===== src/hdl/vpwd_pkg.sv =====
// vpwd_pkg: shared widths, constants and types for the velocity frame to wheel drive block.
// No dependencies; every other file in hdl/ but vpwd_checker refers to it by scoped names.
package vpwd_pkg;

    localparam int BYTE_W        = 8;
    localparam int SEP_W         = 11;
    localparam int RAD_W         = 9;
    localparam int MAX_W         = 6;
    localparam int CFG_DATA_W    = 11;
    localparam int CFG_IDX_W     = 2;
    localparam int PWM_W         = 8;

    localparam int PAYLOAD_DEPTH = 4;
    localparam int PD_IDX_W      = $clog2(PAYLOAD_DEPTH);

    // 2000*255 and 2047*255 both fit in 19 bits; their sum or difference in 20.
    localparam int PROD_W        = 19;
    localparam int MAG_W         = 20;
    localparam int NUM_W         = MAG_W + 1;
    // 200 * 511 fits in 17 bits
    localparam int DVS_W         = 17;

    localparam logic [BYTE_W-1:0] SYNC_BYTE  = 8'hFF;
    localparam int                LIN_SCALE  = 2000;
    localparam int                RAD_SCALE  = 200;
    localparam logic [PWM_W-1:0]  PWM_FULL   = 8'd255;

    localparam logic [CFG_IDX_W-1:0] REG_NODE_ID   = 2'd0;
    localparam logic [CFG_IDX_W-1:0] REG_WHEEL_SEP = 2'd1;
    localparam logic [CFG_IDX_W-1:0] REG_WHEEL_RAD = 2'd2;
    localparam logic [CFG_IDX_W-1:0] REG_MAX_SPEED = 2'd3;

    typedef struct packed {
        logic [BYTE_W-1:0] node_id;
        logic [SEP_W-1:0]  wheel_sep;
        logic [RAD_W-1:0]  wheel_rad;
        logic [MAX_W-1:0]  max_speed;
    } cfg_t;

    typedef struct packed {
        logic [BYTE_W-1:0] lin_sign;
        logic [BYTE_W-1:0] lin_mag;
        logic [BYTE_W-1:0] ang_sign;
        logic [BYTE_W-1:0] ang_mag;
    } payload_t;

    typedef struct packed {
        logic full;
        logic empty;
    } q_status_t;

    typedef struct packed {
        logic busy;
        logic done;
    } div_status_t;

    typedef struct packed {
        logic             r_in1;
        logic             r_in2;
        logic [PWM_W-1:0] r_pwm;
        logic             l_in1;
        logic             l_in2;
        logic [PWM_W-1:0] l_pwm;
    } drive_t;

endpackage


===== src/hdl/vpwd_front.sv =====
// vpwd_front: byte-wise frame parser (sync, sync, id, length, payload).
// Depends on vpwd_pkg.
module vpwd_front (
    input  logic                          clk,
    input  logic                          rst_n,
    input  logic                          byte_valid,
    input  logic [vpwd_pkg::BYTE_W-1:0]   rx_byte,
    input  logic [vpwd_pkg::BYTE_W-1:0]   node_id,
    output logic                          frame_done,
    output vpwd_pkg::payload_t            frame_payload
);

    typedef enum logic [2:0] {
        PH_SYNC1,
        PH_SYNC2,
        PH_ID,
        PH_LEN,
        PH_DATA
    } phase_t;

    phase_t                      phase_reg, phase_next;
    logic [vpwd_pkg::BYTE_W-1:0] len_reg, len_next;
    logic [vpwd_pkg::BYTE_W-1:0] cnt_reg, cnt_next, cnt_inc;
    logic [vpwd_pkg::BYTE_W-1:0] store_reg  [vpwd_pkg::PAYLOAD_DEPTH];
    logic [vpwd_pkg::BYTE_W-1:0] store_next [vpwd_pkg::PAYLOAD_DEPTH];

    assign cnt_inc = cnt_reg + 8'd1;

    always_comb
    begin
        phase_next = phase_reg;
        len_next   = len_reg;
        cnt_next   = cnt_reg;
        store_next = store_reg;
        frame_done = 1'b0;
        if (byte_valid)
        begin
            unique case (phase_reg)
                PH_SYNC2:
                    phase_next = (rx_byte == vpwd_pkg::SYNC_BYTE) ? PH_ID : PH_SYNC1;
                PH_ID:
                    phase_next = (rx_byte == node_id) ? PH_LEN : PH_SYNC1;
                PH_LEN:
                begin
                    len_next   = rx_byte;
                    phase_next = PH_DATA;
                end
                PH_DATA:
                begin
                    if (cnt_reg < 8'(vpwd_pkg::PAYLOAD_DEPTH))
                        store_next[cnt_reg[vpwd_pkg::PD_IDX_W-1:0]] = rx_byte;
                    cnt_next = cnt_inc;
                    // 8-bit count wraps: a length of zero ends after 256 bytes
                    if (cnt_inc == len_reg)
                    begin
                        frame_done = 1'b1;
                        cnt_next   = '0;
                        phase_next = PH_SYNC1;
                    end
                end
                default:
                    phase_next = (rx_byte == vpwd_pkg::SYNC_BYTE) ? PH_SYNC2 : PH_SYNC1;
            endcase
        end
    end

    // payload as it stands after this byte, so the last byte is included
    assign frame_payload.lin_sign = store_next[0];
    assign frame_payload.lin_mag  = store_next[1];
    assign frame_payload.ang_sign = store_next[2];
    assign frame_payload.ang_mag  = store_next[3];

    always_ff @(posedge clk or negedge rst_n)
    begin
        if (!rst_n)
        begin
            phase_reg <= PH_SYNC1;
            len_reg   <= '0;
            cnt_reg   <= '0;
            for (int i = 0; i < vpwd_pkg::PAYLOAD_DEPTH; i++)
                store_reg[i] <= '0;
        end
        else
        begin
            phase_reg <= phase_next;
            len_reg   <= len_next;
            cnt_reg   <= cnt_next;
            store_reg <= store_next;
        end
    end

endmodule


===== src/hdl/vpwd_fifo.sv =====
// vpwd_fifo: short queue of decoded payloads between the parser and the drive sequencer.
// Depends on vpwd_pkg.
module vpwd_fifo #(
    parameter int DEPTH = 2
) (
    input  logic                  clk,
    input  logic                  rst_n,
    input  logic                  wr_en,
    input  vpwd_pkg::payload_t    wr_data,
    input  logic                  rd_en,
    output vpwd_pkg::payload_t    rd_data,
    output vpwd_pkg::q_status_t   status
);

    localparam int PTR_W = (DEPTH > 1) ? $clog2(DEPTH) : 1;
    localparam int CNT_W = $clog2(DEPTH + 1);

    vpwd_pkg::payload_t mem [DEPTH];
    logic [PTR_W-1:0]   wr_ptr_reg, rd_ptr_reg;
    logic [CNT_W-1:0]   count_reg;
    logic               do_wr, do_rd;

    assign status.full  = (count_reg == CNT_W'(DEPTH));
    assign status.empty = (count_reg == '0);
    assign do_wr        = wr_en && !status.full;
    assign do_rd        = rd_en && !status.empty;
    assign rd_data      = mem[rd_ptr_reg];

    function automatic logic [PTR_W-1:0] ptr_inc(input logic [PTR_W-1:0] p);
        return (p == PTR_W'(DEPTH - 1)) ? '0 : p + 1'b1;
    endfunction

    always_ff @(posedge clk)
    begin
        if (do_wr)
            mem[wr_ptr_reg] <= wr_data;
    end

    always_ff @(posedge clk or negedge rst_n)
    begin
        if (!rst_n)
        begin
            wr_ptr_reg <= '0;
            rd_ptr_reg <= '0;
            count_reg  <= '0;
        end
        else
        begin
            if (do_wr)
                wr_ptr_reg <= ptr_inc(wr_ptr_reg);
            if (do_rd)
                rd_ptr_reg <= ptr_inc(rd_ptr_reg);
            if (do_wr && !do_rd)
                count_reg <= count_reg + 1'b1;
            else if (do_rd && !do_wr)
                count_reg <= count_reg - 1'b1;
        end
    end

endmodule


===== src/hdl/vpwd_div.sv =====
// vpwd_div: restoring divider, one quotient bit per cycle, shared by both wheels.
// Depends on vpwd_pkg.
module vpwd_div (
    input  logic                          clk,
    input  logic                          rst_n,
    input  logic                          start,
    input  logic [vpwd_pkg::MAG_W-1:0]    dividend,
    input  logic [vpwd_pkg::DVS_W-1:0]    divisor,
    output vpwd_pkg::div_status_t         status,
    output logic [vpwd_pkg::MAG_W-1:0]    quotient
);

    localparam int MAG_W = vpwd_pkg::MAG_W;
    localparam int DVS_W = vpwd_pkg::DVS_W;
    localparam int CNT_W = $clog2(MAG_W + 1);

    logic [MAG_W-1:0] quo_reg;
    logic [DVS_W-1:0] rem_reg;
    logic [DVS_W-1:0] dvs_reg;
    logic [CNT_W-1:0] cnt_reg;
    logic             busy_reg, done_reg;
    logic [DVS_W:0]   rem_shift;
    logic [DVS_W:0]   rem_diff;
    logic             ge;

    // dividend bits leave quo_reg at the top while quotient bits enter at the bottom
    assign rem_shift = {rem_reg, quo_reg[MAG_W-1]};
    assign rem_diff  = rem_shift - {1'b0, dvs_reg};
    assign ge        = (rem_shift >= {1'b0, dvs_reg});

    assign status.busy = busy_reg;
    assign status.done = done_reg;
    assign quotient    = quo_reg;

    always_ff @(posedge clk or negedge rst_n)
    begin
        if (!rst_n)
        begin
            busy_reg <= 1'b0;
            done_reg <= 1'b0;
            cnt_reg  <= '0;
        end
        else
        begin
            done_reg <= 1'b0;
            if (start && !busy_reg)
            begin
                busy_reg <= 1'b1;
                cnt_reg  <= CNT_W'(MAG_W);
            end
            else if (busy_reg)
            begin
                cnt_reg <= cnt_reg - 1'b1;
                if (cnt_reg == CNT_W'(1))
                begin
                    busy_reg <= 1'b0;
                    done_reg <= 1'b1;
                end
            end
        end
    end

    always_ff @(posedge clk)
    begin
        if (start && !busy_reg)
        begin
            quo_reg <= dividend;
            rem_reg <= '0;
            dvs_reg <= divisor;
        end
        else if (busy_reg)
        begin
            quo_reg <= {quo_reg[MAG_W-2:0], ge};
            rem_reg <= ge ? rem_diff[DVS_W-1:0] : rem_shift[DVS_W-1:0];
        end
    end

endmodule


===== src/hdl/vpwd_back.sv =====
// vpwd_back: wheel-speed sequencer; numerators, up to two divisions per wheel, output register.
// Depends on vpwd_pkg and vpwd_div.
module vpwd_back (
    input  logic                  clk,
    input  logic                  rst_n,
    input  vpwd_pkg::cfg_t        cfg,
    input  vpwd_pkg::q_status_t   q_status,
    input  vpwd_pkg::payload_t    q_data,
    output logic                  q_pop,
    output logic                  res_valid,
    output vpwd_pkg::drive_t      res,
    input  logic                  res_pop
);

    localparam int MAG_W  = vpwd_pkg::MAG_W;
    localparam int NUM_W  = vpwd_pkg::NUM_W;
    localparam int PROD_W = vpwd_pkg::PROD_W;
    localparam int DVS_W  = vpwd_pkg::DVS_W;
    localparam int MAX_W  = vpwd_pkg::MAX_W;
    localparam int PWM_W  = vpwd_pkg::PWM_W;

    typedef enum logic [2:0] {
        S_IDLE,
        S_D1_GO,
        S_D1_WAIT,
        S_D2_GO,
        S_D2_WAIT,
        S_OUT
    } state_t;

    state_t                 state_reg;
    logic [MAG_W-1:0]       mag_reg [2];
    logic                   fwd_reg [2];
    logic [PWM_W-1:0]       pwm_reg [2];
    logic                   sel_reg;
    logic [MAX_W-1:0]       whole_reg;
    logic                   out_valid_reg;
    vpwd_pkg::drive_t       out_reg;
    logic                   out_load;

    logic [PROD_W-1:0]      lin_prod, ang_prod;
    logic signed [NUM_W-1:0] lin_term, ang_term, num_r, num_l;
    logic [NUM_W-1:0]       abs_r, abs_l;
    logic [vpwd_pkg::RAD_W-1:0] rad_eff;
    logic [MAX_W-1:0]       mx_eff;
    logic [DVS_W-1:0]       dvs_speed;

    logic                   div_start;
    logic [MAG_W-1:0]       div_dividend;
    logic [DVS_W-1:0]       div_divisor;
    vpwd_pkg::div_status_t  div_status;
    logic [MAG_W-1:0]       div_quotient;
    vpwd_pkg::drive_t       enc;

    // numerators straight from the queue head
    assign lin_prod = PROD_W'(q_data.lin_mag) * PROD_W'(vpwd_pkg::LIN_SCALE);
    assign ang_prod = PROD_W'(q_data.ang_mag) * PROD_W'(cfg.wheel_sep);
    assign lin_term = (q_data.lin_sign != '0) ? -$signed({2'b00, lin_prod})
                                              :  $signed({2'b00, lin_prod});
    assign ang_term = (q_data.ang_sign != '0) ? -$signed({2'b00, ang_prod})
                                              :  $signed({2'b00, ang_prod});
    assign num_r    = lin_term + ang_term;
    assign num_l    = lin_term - ang_term;
    assign abs_r    = num_r[NUM_W-1] ? NUM_W'(-num_r) : NUM_W'(num_r);
    assign abs_l    = num_l[NUM_W-1] ? NUM_W'(-num_l) : NUM_W'(num_l);

    assign rad_eff   = (cfg.wheel_rad == '0) ? vpwd_pkg::RAD_W'(1) : cfg.wheel_rad;
    assign mx_eff    = (cfg.max_speed == '0) ? MAX_W'(1) : cfg.max_speed;
    assign dvs_speed = DVS_W'(rad_eff) * DVS_W'(vpwd_pkg::RAD_SCALE);

    assign q_pop     = (state_reg == S_IDLE) && !q_status.empty;
    assign div_start = (state_reg == S_D1_GO) || (state_reg == S_D2_GO);

    // result register takes a new value once the old one is gone or leaving
    assign out_load  = (state_reg == S_OUT) && (!out_valid_reg || res_pop);

    always_comb
    begin
        if (state_reg == S_D2_GO)
        begin
            div_dividend = MAG_W'(whole_reg) * MAG_W'(vpwd_pkg::PWM_FULL);
            div_divisor  = DVS_W'(mx_eff);
        end
        else
        begin
            div_dividend = mag_reg[sel_reg];
            div_divisor  = dvs_speed;
        end
    end

    vpwd_div u_div (
        .clk      (clk),
        .rst_n    (rst_n),
        .start    (div_start),
        .dividend (div_dividend),
        .divisor  (div_divisor),
        .status   (div_status),
        .quotient (div_quotient)
    );

    // bridge levels; a forward command with zero duty brakes
    always_comb
    begin
        enc.r_pwm = pwm_reg[0];
        enc.l_pwm = pwm_reg[1];
        if (fwd_reg[0])
        begin
            enc.r_in1 = 1'b1;
            enc.r_in2 = (pwm_reg[0] == '0);
        end
        else
        begin
            enc.r_in1 = 1'b0;
            enc.r_in2 = 1'b1;
        end
        if (fwd_reg[1])
        begin
            enc.l_in1 = (pwm_reg[1] == '0);
            enc.l_in2 = 1'b1;
        end
        else
        begin
            enc.l_in1 = 1'b1;
            enc.l_in2 = 1'b0;
        end
    end

    assign res_valid = out_valid_reg;
    assign res       = out_reg;

    always_ff @(posedge clk or negedge rst_n)
    begin
        if (!rst_n)
        begin
            state_reg     <= S_IDLE;
            sel_reg       <= 1'b0;
            out_valid_reg <= 1'b0;
        end
        else
        begin
            if (out_load)
                out_valid_reg <= 1'b1;
            else if (res_pop)
                out_valid_reg <= 1'b0;
            unique case (state_reg)
                S_IDLE:
                begin
                    if (!q_status.empty)
                    begin
                        mag_reg[0] <= abs_r[MAG_W-1:0];
                        mag_reg[1] <= abs_l[MAG_W-1:0];
                        fwd_reg[0] <= !num_r[NUM_W-1];
                        fwd_reg[1] <= !num_l[NUM_W-1];
                        sel_reg    <= 1'b0;
                        state_reg  <= S_D1_GO;
                    end
                end
                S_D1_GO:
                    state_reg <= S_D1_WAIT;
                S_D1_WAIT:
                begin
                    if (div_status.done)
                    begin
                        // whole >= max already gives at least full duty
                        if (div_quotient >= MAG_W'(mx_eff))
                        begin
                            pwm_reg[sel_reg] <= vpwd_pkg::PWM_FULL;
                            sel_reg          <= 1'b1;
                            state_reg        <= sel_reg ? S_OUT : S_D1_GO;
                        end
                        else
                        begin
                            whole_reg <= div_quotient[MAX_W-1:0];
                            state_reg <= S_D2_GO;
                        end
                    end
                end
                S_D2_GO:
                    state_reg <= S_D2_WAIT;
                S_D2_WAIT:
                begin
                    if (div_status.done)
                    begin
                        pwm_reg[sel_reg] <= div_quotient[PWM_W-1:0];
                        sel_reg          <= 1'b1;
                        state_reg        <= sel_reg ? S_OUT : S_D1_GO;
                    end
                end
                S_OUT:
                begin
                    if (out_load)
                    begin
                        out_reg   <= enc;
                        state_reg <= S_IDLE;
                    end
                end
                default:
                    state_reg <= S_IDLE;
            endcase
        end
    end

endmodule


===== src/hdl/velocity_packet_to_wheel_drive.sv =====
// velocity_packet_to_wheel_drive: top level, configuration registers and wiring.
// Depends on vpwd_pkg, vpwd_front, vpwd_fifo, vpwd_back (and vpwd_div below it).
//
// Bytes from a serial receiver go in on push/rx_byte; each is taken in the cycle it is
// pushed while full is low. A frame is FF, FF, node_id, length L, then L payload bytes
// (L = 0 means 256); only the first four payload bytes count, read as linear
// sign/magnitude in cm/s and angular sign/magnitude in 0.01 rad/s. Every completed
// frame yields one drive result on the output queue (empty/pop): bridge levels and an
// 8-bit duty per wheel, duty = floor(|wheel speed|) * 255 / max_wheel_speed, clipped
// at 255. Frames go into a QUEUE_DEPTH-entry queue; the drive sequencer then takes
// each frame through a numerator step, then per wheel a speed division and, unless
// the duty clips, a duty division on the single shared bit-serial divider (launch, 20
// quotient bits, hand-back), and a last step to post the result. A result left waiting
// on the output holds the sequencer in its last step. full rises only while that
// queue holds QUEUE_DEPTH frames.
// Registers: index 0 node_id, 1 wheel_separation_mm, 2 wheel_radius_mm,
// 3 max_wheel_speed; write them only while the block is idle.
module velocity_packet_to_wheel_drive #(
    parameter int QUEUE_DEPTH = 2
) (
    input  logic                              clk,
    input  logic                              rst_n,
    // byte input
    input  logic                              push,
    output logic                              full,
    input  logic [vpwd_pkg::BYTE_W-1:0]       rx_byte,
    // drive results
    output logic                              empty,
    input  logic                              pop,
    output logic                              right_in1,
    output logic                              right_in2,
    output logic [vpwd_pkg::PWM_W-1:0]        right_pwm,
    output logic                              left_in1,
    output logic                              left_in2,
    output logic [vpwd_pkg::PWM_W-1:0]        left_pwm,
    // configuration writes
    input  logic                              cfg_we,
    input  logic [vpwd_pkg::CFG_IDX_W-1:0]    cfg_index,
    input  logic [vpwd_pkg::CFG_DATA_W-1:0]   cfg_data
);

    vpwd_pkg::cfg_t       cfg_reg;
    vpwd_pkg::q_status_t  q_status;
    vpwd_pkg::payload_t   frame_payload, q_data;
    vpwd_pkg::drive_t     res;
    logic                 byte_take;
    logic                 frame_done;
    logic                 q_pop;
    logic                 res_valid;

    // register file; reset values match the nominal chassis
    always_ff @(posedge clk or negedge rst_n)
    begin
        if (!rst_n)
        begin
            cfg_reg.node_id   <= 8'd1;
            cfg_reg.wheel_sep <= 11'd342;
            cfg_reg.wheel_rad <= 9'd75;
            cfg_reg.max_speed <= 6'd4;
        end
        else if (cfg_we)
        begin
            unique case (cfg_index)
                vpwd_pkg::REG_NODE_ID:
                    cfg_reg.node_id   <= cfg_data[vpwd_pkg::BYTE_W-1:0];
                vpwd_pkg::REG_WHEEL_SEP:
                    cfg_reg.wheel_sep <= cfg_data[vpwd_pkg::SEP_W-1:0];
                vpwd_pkg::REG_WHEEL_RAD:
                    cfg_reg.wheel_rad <= cfg_data[vpwd_pkg::RAD_W-1:0];
                vpwd_pkg::REG_MAX_SPEED:
                    cfg_reg.max_speed <= cfg_data[vpwd_pkg::MAX_W-1:0];
                default: ;
            endcase
        end
    end

    // the parser stalls only when the frame queue is full
    assign full      = q_status.full;
    assign byte_take = push && !q_status.full;

    vpwd_front u_front (
        .clk           (clk),
        .rst_n         (rst_n),
        .byte_valid    (byte_take),
        .rx_byte       (rx_byte),
        .node_id       (cfg_reg.node_id),
        .frame_done    (frame_done),
        .frame_payload (frame_payload)
    );

    vpwd_fifo #(
        .DEPTH (QUEUE_DEPTH)
    ) u_fifo (
        .clk     (clk),
        .rst_n   (rst_n),
        .wr_en   (frame_done),
        .wr_data (frame_payload),
        .rd_en   (q_pop),
        .rd_data (q_data),
        .status  (q_status)
    );

    vpwd_back u_back (
        .clk       (clk),
        .rst_n     (rst_n),
        .cfg       (cfg_reg),
        .q_status  (q_status),
        .q_data    (q_data),
        .q_pop     (q_pop),
        .res_valid (res_valid),
        .res       (res),
        .res_pop   (pop)
    );

    // result side
    assign empty     = !res_valid;
    assign right_in1 = res.r_in1;
    assign right_in2 = res.r_in2;
    assign right_pwm = res.r_pwm;
    assign left_in1  = res.l_in1;
    assign left_in2  = res.l_in2;
    assign left_pwm  = res.l_pwm;

endmodule


===== config.mk =====
export PLATFORM = sky130hd
export DESIGN_NAME = velocity_packet_to_wheel_drive
export DESIGN_NICKNAME = d
export VERILOG_FILES = /design/src/hdl/vpwd_pkg.sv /design/src/hdl/vpwd_front.sv /design/src/hdl/vpwd_fifo.sv /design/src/hdl/vpwd_div.sv /design/src/hdl/vpwd_back.sv /design/src/hdl/velocity_packet_to_wheel_drive.sv
export SDC_FILE = /design/constraint.sdc
export NUM_CORES = 1
export LEC_CHECK = 0
export BUFFER_PORTS_ARGS = -buffer_cell sky130_fd_sc_hd__buf_4
export CAP_MARGIN = 0
export CELL_PAD_IN_SITES_DETAIL_PLACEMENT = 0
export CELL_PAD_IN_SITES_GLOBAL_PLACEMENT = 1
export CORE_MARGIN = 1
export CORE_UTILIZATION = 52
export CTS_CLUSTER_SIZE = 12
export DETAILED_ROUTE_END_ITERATION = 12
export PLACE_DENSITY_LB_ADDON = 0.2
export SYNTH_ARGS = -nofsm -noshare
export SYNTH_HDL_FRONTEND = slang
export SYNTH_SLANG_ARGS = --single-unit
export TNS_END_PERCENT = 20

===== constraint.sdc =====
create_clock -name clk -period 10.4 [get_ports clk]
set_input_delay 2.6 -clock clk [delete_from_list [all_inputs] [get_ports clk]]
set_output_delay 2.6 -clock clk [all_outputs]
set_load 0.05 [all_outputs]

==> run metrics, run 1 <==
Crit. End Element flop; placer congestion estimate approximately 0.88; post-synthesis async set-or-reset flop share about 33%; Post-CTS Setup Inserts 0; Clock Skews 24.2 ps; Syn Nets roughly 2,400; Register-to-Register Path Depth 29; area of the mapped netlist 0.0217 mm2; post-CTS resize count 0; crit path launch u_fifo.rd_ptr_reg; Initial Util between 50% and 60%; IO buf count 47; # IOs 48; max_slew headroom about 16%; DR vias/cell 5.46; worst hold path startpoint u_back.pwm_reg[1][7]; Slowest-stage cell, CP mux2i_1; Syn Area/Cell ~10 um2; Layout area overhead 9.08%; origin of the critical flop-to-flop path u_fifo.rd_ptr_reg; DIE HEIGHT around 210 um; unrepaired setup endpoints after global routing false; setup TNS 0 ps; TritonCTS Sinks slightly above 300; 1st-iter DRT viols approximately 640; total wire length ~44,000 um; R2R Path End u_back.mag_reg[1][3]; largest net degree at the start of global routing 57; area leader, netlist edfxtp_1; CTS buffer count 34; wl on met1 around 20,000 um; worst-case clock buffer depth 3; total iterations of the first detailed-routing run 10; met2 routed WL roughly 22,000 um; EDFF count, synth approximately 180; GR Util All Layers between 20% and 30%; synthesized flop and latch total 302; final hold vios 0; Filler Cells Inserted 3,515; Via Count ~15,000; Cell Rows 74; DRC Markers 9; Hold Crit Endpoint u_back.res[7]; Post-DP HPWL 34,400 um; Detail Route Antenna Nets 0; antenna violations before repair 1; count of final setup violators 0; Clk Latency, worst-skew pair roughly 540 ps; Clk pin slew, worst setup/hold paths 60 ps; H-tree depth 2; CTS root buf clkbuf_16; DR WL/cell 16.6 um; R2R Setup Slk 1760 ps; Max-Cap Viols 0; Worst EP required 10,660 ps; Register Area 0.00841 mm2; worst-margin pin slew 1250 ps; synth unique cells 76; pre-CTS worst setup slack between 1500 and 2000 ps; Antenna diodes 0; fmax roughly 120 MHz; synth warn 0; cell count after synthesis between 2,000 and 2,500; max reg flops 64; total grt overflow 0; first-pass GRT wire length 75,200 um; Die W between 200 and 250 um; worst min-delay path class reg -> reg; critical path type reg -> reg; failing checks DRC; vias in the first global route ~15,000; period utilization roughly 83%; WHS Path Cells 0; top cells by area, synth edfxtp_1 (25%), ha_1 (11%), dfrtp_1 (10%); die area around 0.043 mm2; Tmin final around 8600 ps; top cell type's share of synthesized area roughly a quarter; CP max FO 20; CTS tree built; share of cells above drive strength 1 a little over a tenth; Max Used Layer met4; crit path launch type flop; Core Box Area 0.0410 mm2; Multi-input gate area between 0.01 and 0.015 mm2; status finished, violations left; ys flop type edfxtp_1; sequential fraction of the synthesis area between 30% and 40%; hold buffers post-CTS 0; Largest stage delay, worst path just over 800 ps; Nets approximately 2,400; fin worst setup slack about 1800 ps; met3 wire len between 1000 and 1500 um; Crit path arrival time between 8000 and 9000 ps; final slew viol count 0
[worst max-delay path: cells and delay by family, from the launching register on]
kind	cells	cell delay (ps)
fa+ha+maj	6	2540
compound gates	7	2010
simple gates	5	1310
mux	2	1060
xor+xnor	4	600
buf+inv	5	480
flops	1	360
[cells by family (layout without fill, tap and decap cells)]
kind of cell / Yosys count / count (layout) / share of synthesized area [%]
AO/OA/AOI/OAI: 356 / 356 / 10.3
XOR/XNOR: 174 / 174 / 7.05
adder cells (fa/ha/maj): 290 / 290 / 20.1
buffers and inverters: 301 / 360 / 5.25
flip-flops: 302 / 302 / 38.7
multiplexers: 114 / 114 / 5.74
AND/OR/NAND/NOR: 548 / 548 / 12.9
[cell usage in the layout, fill, tap and decap left out, types with 9 or more instances in the layout]
cell,count
nand2b_1,26
nor3_1,37
buf_4,63
a31oi_1,16
o31ai_1,11
dfxtp_1,17
nand2_1,140
dfstp_2,11
mux2_2,85
mux2i_1,29
ha_1,193
edfxtp_1,184
dfrtp_1,90
fa_1,97
a21o_1,19
and2_1,44
inv_1,238
clkbuf_16,35
o21a_1,9
o21bai_1,22
a21oi_1,100
nor2_1,114
clkbuf_1,12
and3_1,14
or3_1,24
xnor2_1,110
xor2_1,63
nor2b_1,46
nor4_1,21
nand3_1,24
o21ai_0,94
nand4_1,11
[synth_stat cells, drive strengths merged, types with 7 or more instances]
master    n
buf       8
nor3     39
or2       7
or4       9
a21boi   12
mux2     85
nand4    11
edfxtp  184
nand2b   26
xor2     63
nand3    24
clkbuf   54
and2     44
o21ai    97
dfxtp    17
dfstp    11
nor2b    47
o21bai   22
xnor2   111
inv     238
a21oi   100
nor2    115
mux2i    29
ha      193
a21o     19
nand2   140
nor4     22
fa       97
o31a      8
a22oi     8
a31oi    16
and3     14
o21a      9
or3      24
dfrtp    90
o31ai    11
[metrics by stage]
step	instance area, um2	util (%)	hold slack, ps	cells
after floorplan	21700	-	417	2085
after global routing	23700	57.8	454	2676
after global placement	22600	55.2	426	2618
final	23700	57.8	441	2676
after detailed placement	22600	55.2	429	2618
after CTS	23700	57.8	442	2676
[layout make-up]
| cell class | instances | share of cell area [%] |
|---|---|---|
| Tap cell | 532 | 2.81 |
| Clock inverter | 9 | 0.460 |
| Sequential cell | 302 | 35.5 |
| Multi-Input combinational cell | 1482 | 51.5 |
| Clock buffer | 49 | 4.00 |
| Inverter | 239 | 3.79 |
| Timing Repair Buffer | 63 | 2.00 |
[how the worst max path moves through the flow]
stage,cells past startpoint,to
2_1_floorplan,33,u_back.mag_reg[1][3]
3_3_place_gp,29,u_back.mag_reg[1][3]
3_5_place_dp,29,u_back.mag_reg[1][3]
4_1_cts,29,u_back.mag_reg[1][3]
5_1_grt,28,u_back.mag_reg[1][3]
6_report,29,u_back.mag_reg[1][3]
[routing by layer]
| metal | global-route usage (%) | vias to the layer above |
|---|---|---|
| li1 | - | 7281 |
| met1 | 28.6 | 7032 |
| met2 | 39.3 | 231 |
| met3 | 2.63 | 71 |
| met4 | 6.80 | 0 |
| met5 | 0 | - |
Power of run 1 is left out: the tool's default activity adds up to more than one toggle a clock period on the data nets, which glitch-free logic cannot reach.
==> run 2, diff against run 1 <==
- clock period: 10.4 -> 8.4 ns (I/O delays scaled with it)
==> run 2 against run 1 <==
The flow still finishes with violations (DRC). Sequential share of layout area is 0.66 points lower. Hold slack better by 3.1 ps. Design area is 1.9% higher. Cell count is 1.3% higher. Non-clock buffer count is 32 higher. First-iteration DRC count is 15% higher. Clock skew is 1.3 ps higher. Die area stayed put. Register-to-register slack worse by 1500 ps.
==> run metrics, run 2 (same netlist as run 1, synthesis figures left out) <==
status finished, violations left; failing checks DRC; Via Count 14,883 (+1.8%); Crit path arrival time 8420 ps (-480 ps); Detail Route Antenna Nets 0 (unchanged); worst-case clock buffer depth 3 (unchanged); CTS tree built; Nets 2,471 (+1.4%); fmax 122 MHz (+5.7%); largest net degree at the start of global routing 55 (-3.5%); critical path type reg -> reg; total grt overflow 0 (unchanged); vias in the first global route 15,331 (+1.6%); WP buf/inv 6 (+1); antenna violations before repair 0 (-1); hold buffers post-CTS 0 (unchanged); Multi-input gate area 0.0123 mm2 (+1.0%); final instance area 0.0241 mm2 (+1.9%); Initial Util 52.9% (unchanged); crit path launch type flop; die area 0.0426 mm2 (unchanged); Die W 206 um (unchanged); pre-CTS worst setup slack -37.6 ps (-1780 ps); total wire length 45,400 um (+2.0%); DIE HEIGHT 206 um (unchanged); Clk pin slew, worst setup/hold paths 60 ps (about the same); total iterations of the first detailed-routing run 11 (+1); Worst EP required 8650 ps (-2010 ps); Cell Rows 74 (unchanged); count of final setup violators 0 (unchanged); max reg flops 64 (unchanged); CTS buffer count 35 (+2.9%); Largest stage delay, worst path 550 ps (-270 ps); final slew viol count 0 (unchanged); Register Area 0.00841 mm2 (about the same); Core Box Area 0.0410 mm2 (unchanged); share of cells above drive strength 1 12.9% (+2.4 points); placer congestion estimate 0.840 (-4.4%); GR Util All Layers 22.6% (+0.27 points); first-pass GRT wire length 76,300 um (+1.5%); Layout area overhead 11.2%; CP top delay family adder cells; period utilization 97.3% (+14 points); Placed Area 0.0228 mm2 (+0.75%); CTS root buf clkbuf_16; Post-DP HPWL 35,000 um (+1.6%); # IOs 48 (unchanged); CP max FO 10 (-50%); Slowest-stage cell, CP fa_1; DR vias/cell 5.49 (+0.52%); worst-margin pin slew 1190 ps (-63.1 ps); final hold vios 0 (unchanged); Filler Cells Inserted 3,494 (-0.60%); 1st-iter DRT viols 735 (+15%); commonest cells after routing, fill and taps aside inv_1 (238), ha_1 (189), edfxtp_1 (184), nand2_1 (140), nor2_1 (113); H-tree depth 2 (unchanged); Max-Cap Viols 0 (unchanged); Clk Latency, worst-skew pair 540 ps (about the same); DRC Markers 10 (+1); setup TNS 0 ps (unchanged); Clock Skews 25.5 ps (+1.30 ps); IO buf count 47 (unchanged); Antenna diodes 0 (unchanged); Tmin final 8180 ps (-468 ps); worst min-delay path class reg -> reg; DR WL/cell 16.7 um (+0.64%); unrepaired setup endpoints after global routing true; max_slew headroom 20.6% (+4.2 points); TritonCTS Sinks 302 (unchanged); fin worst setup slack 225 ps (-1530 ps); Crit. End Element flop; most common cell after layout, fill and taps aside inv_1
[run 2: cell count changes in the layout (fill, tap and decap cells not counted), sizes merged]
cell      previous run  this run
clkbuf              49        51
clkinvlp             3         0
inv                239       241
clkinv               4         6
buf                 63        94
bufinv               2         3
[run 2: final timing paths]
kind                       slack (ps)            startpoint  cells after the start                 endpoint
min in group asynchronous        1780                 rst_n                      2  u_back.u_div.cnt_reg[3]
hold / removal                    440  u_back.pwm_reg[0][7]                      0           u_back.res[17]
setup / recovery                  220     u_fifo.rd_ptr_reg                     30     u_back.mag_reg[1][3]
max in group asynchronous        5390                 rst_n                      3        u_fifo.rd_ptr_reg
setup reg to reg                  220     u_fifo.rd_ptr_reg                     30     u_back.mag_reg[1][3]
hold reg to reg                   440  u_back.pwm_reg[0][7]                      0           u_back.res[17]
[run 2: final cells by class]
type                            instances  area share, %
Timing Repair Buffer                   95           3.13
Clock inverter                         11          0.617
Inverter                              239           3.72
Sequential cell                       302           34.8
Clock buffer                           50           3.94
Multi-Input combinational cell       1482           51.0
Tap cell                              532           2.76
[run 2: what timing repair did]
item | CTS | global route
setup endpoints to repair | 1 | 36
gates resized for setup | 2 | 28
cloned | 0 | 1
setup buffers | 0 | 10
pin swaps | 1 | 11
[run 2: stage by stage]
stage | util, % | instances | hold WS (ps)
floorplan | - | 2085 | 417
finish | 58.9 | 2711 | 444
CTS | 58.3 | 2700 | 444
global route | 58.9 | 2711 | 452
detailed placement | 55.6 | 2639 | 431
global placement | 55.6 | 2639 | 426
[run 2: metal layers]
layer | global-route usage (%) | share of wire (%)
met1 | 29.2 | 46
met2 | 40.2 | 50
met3 | 2.57 | 2.4
met4 | 5.36 | 1.5
met5 | 0 | 0
Power of run 2 is left out for the same reason.
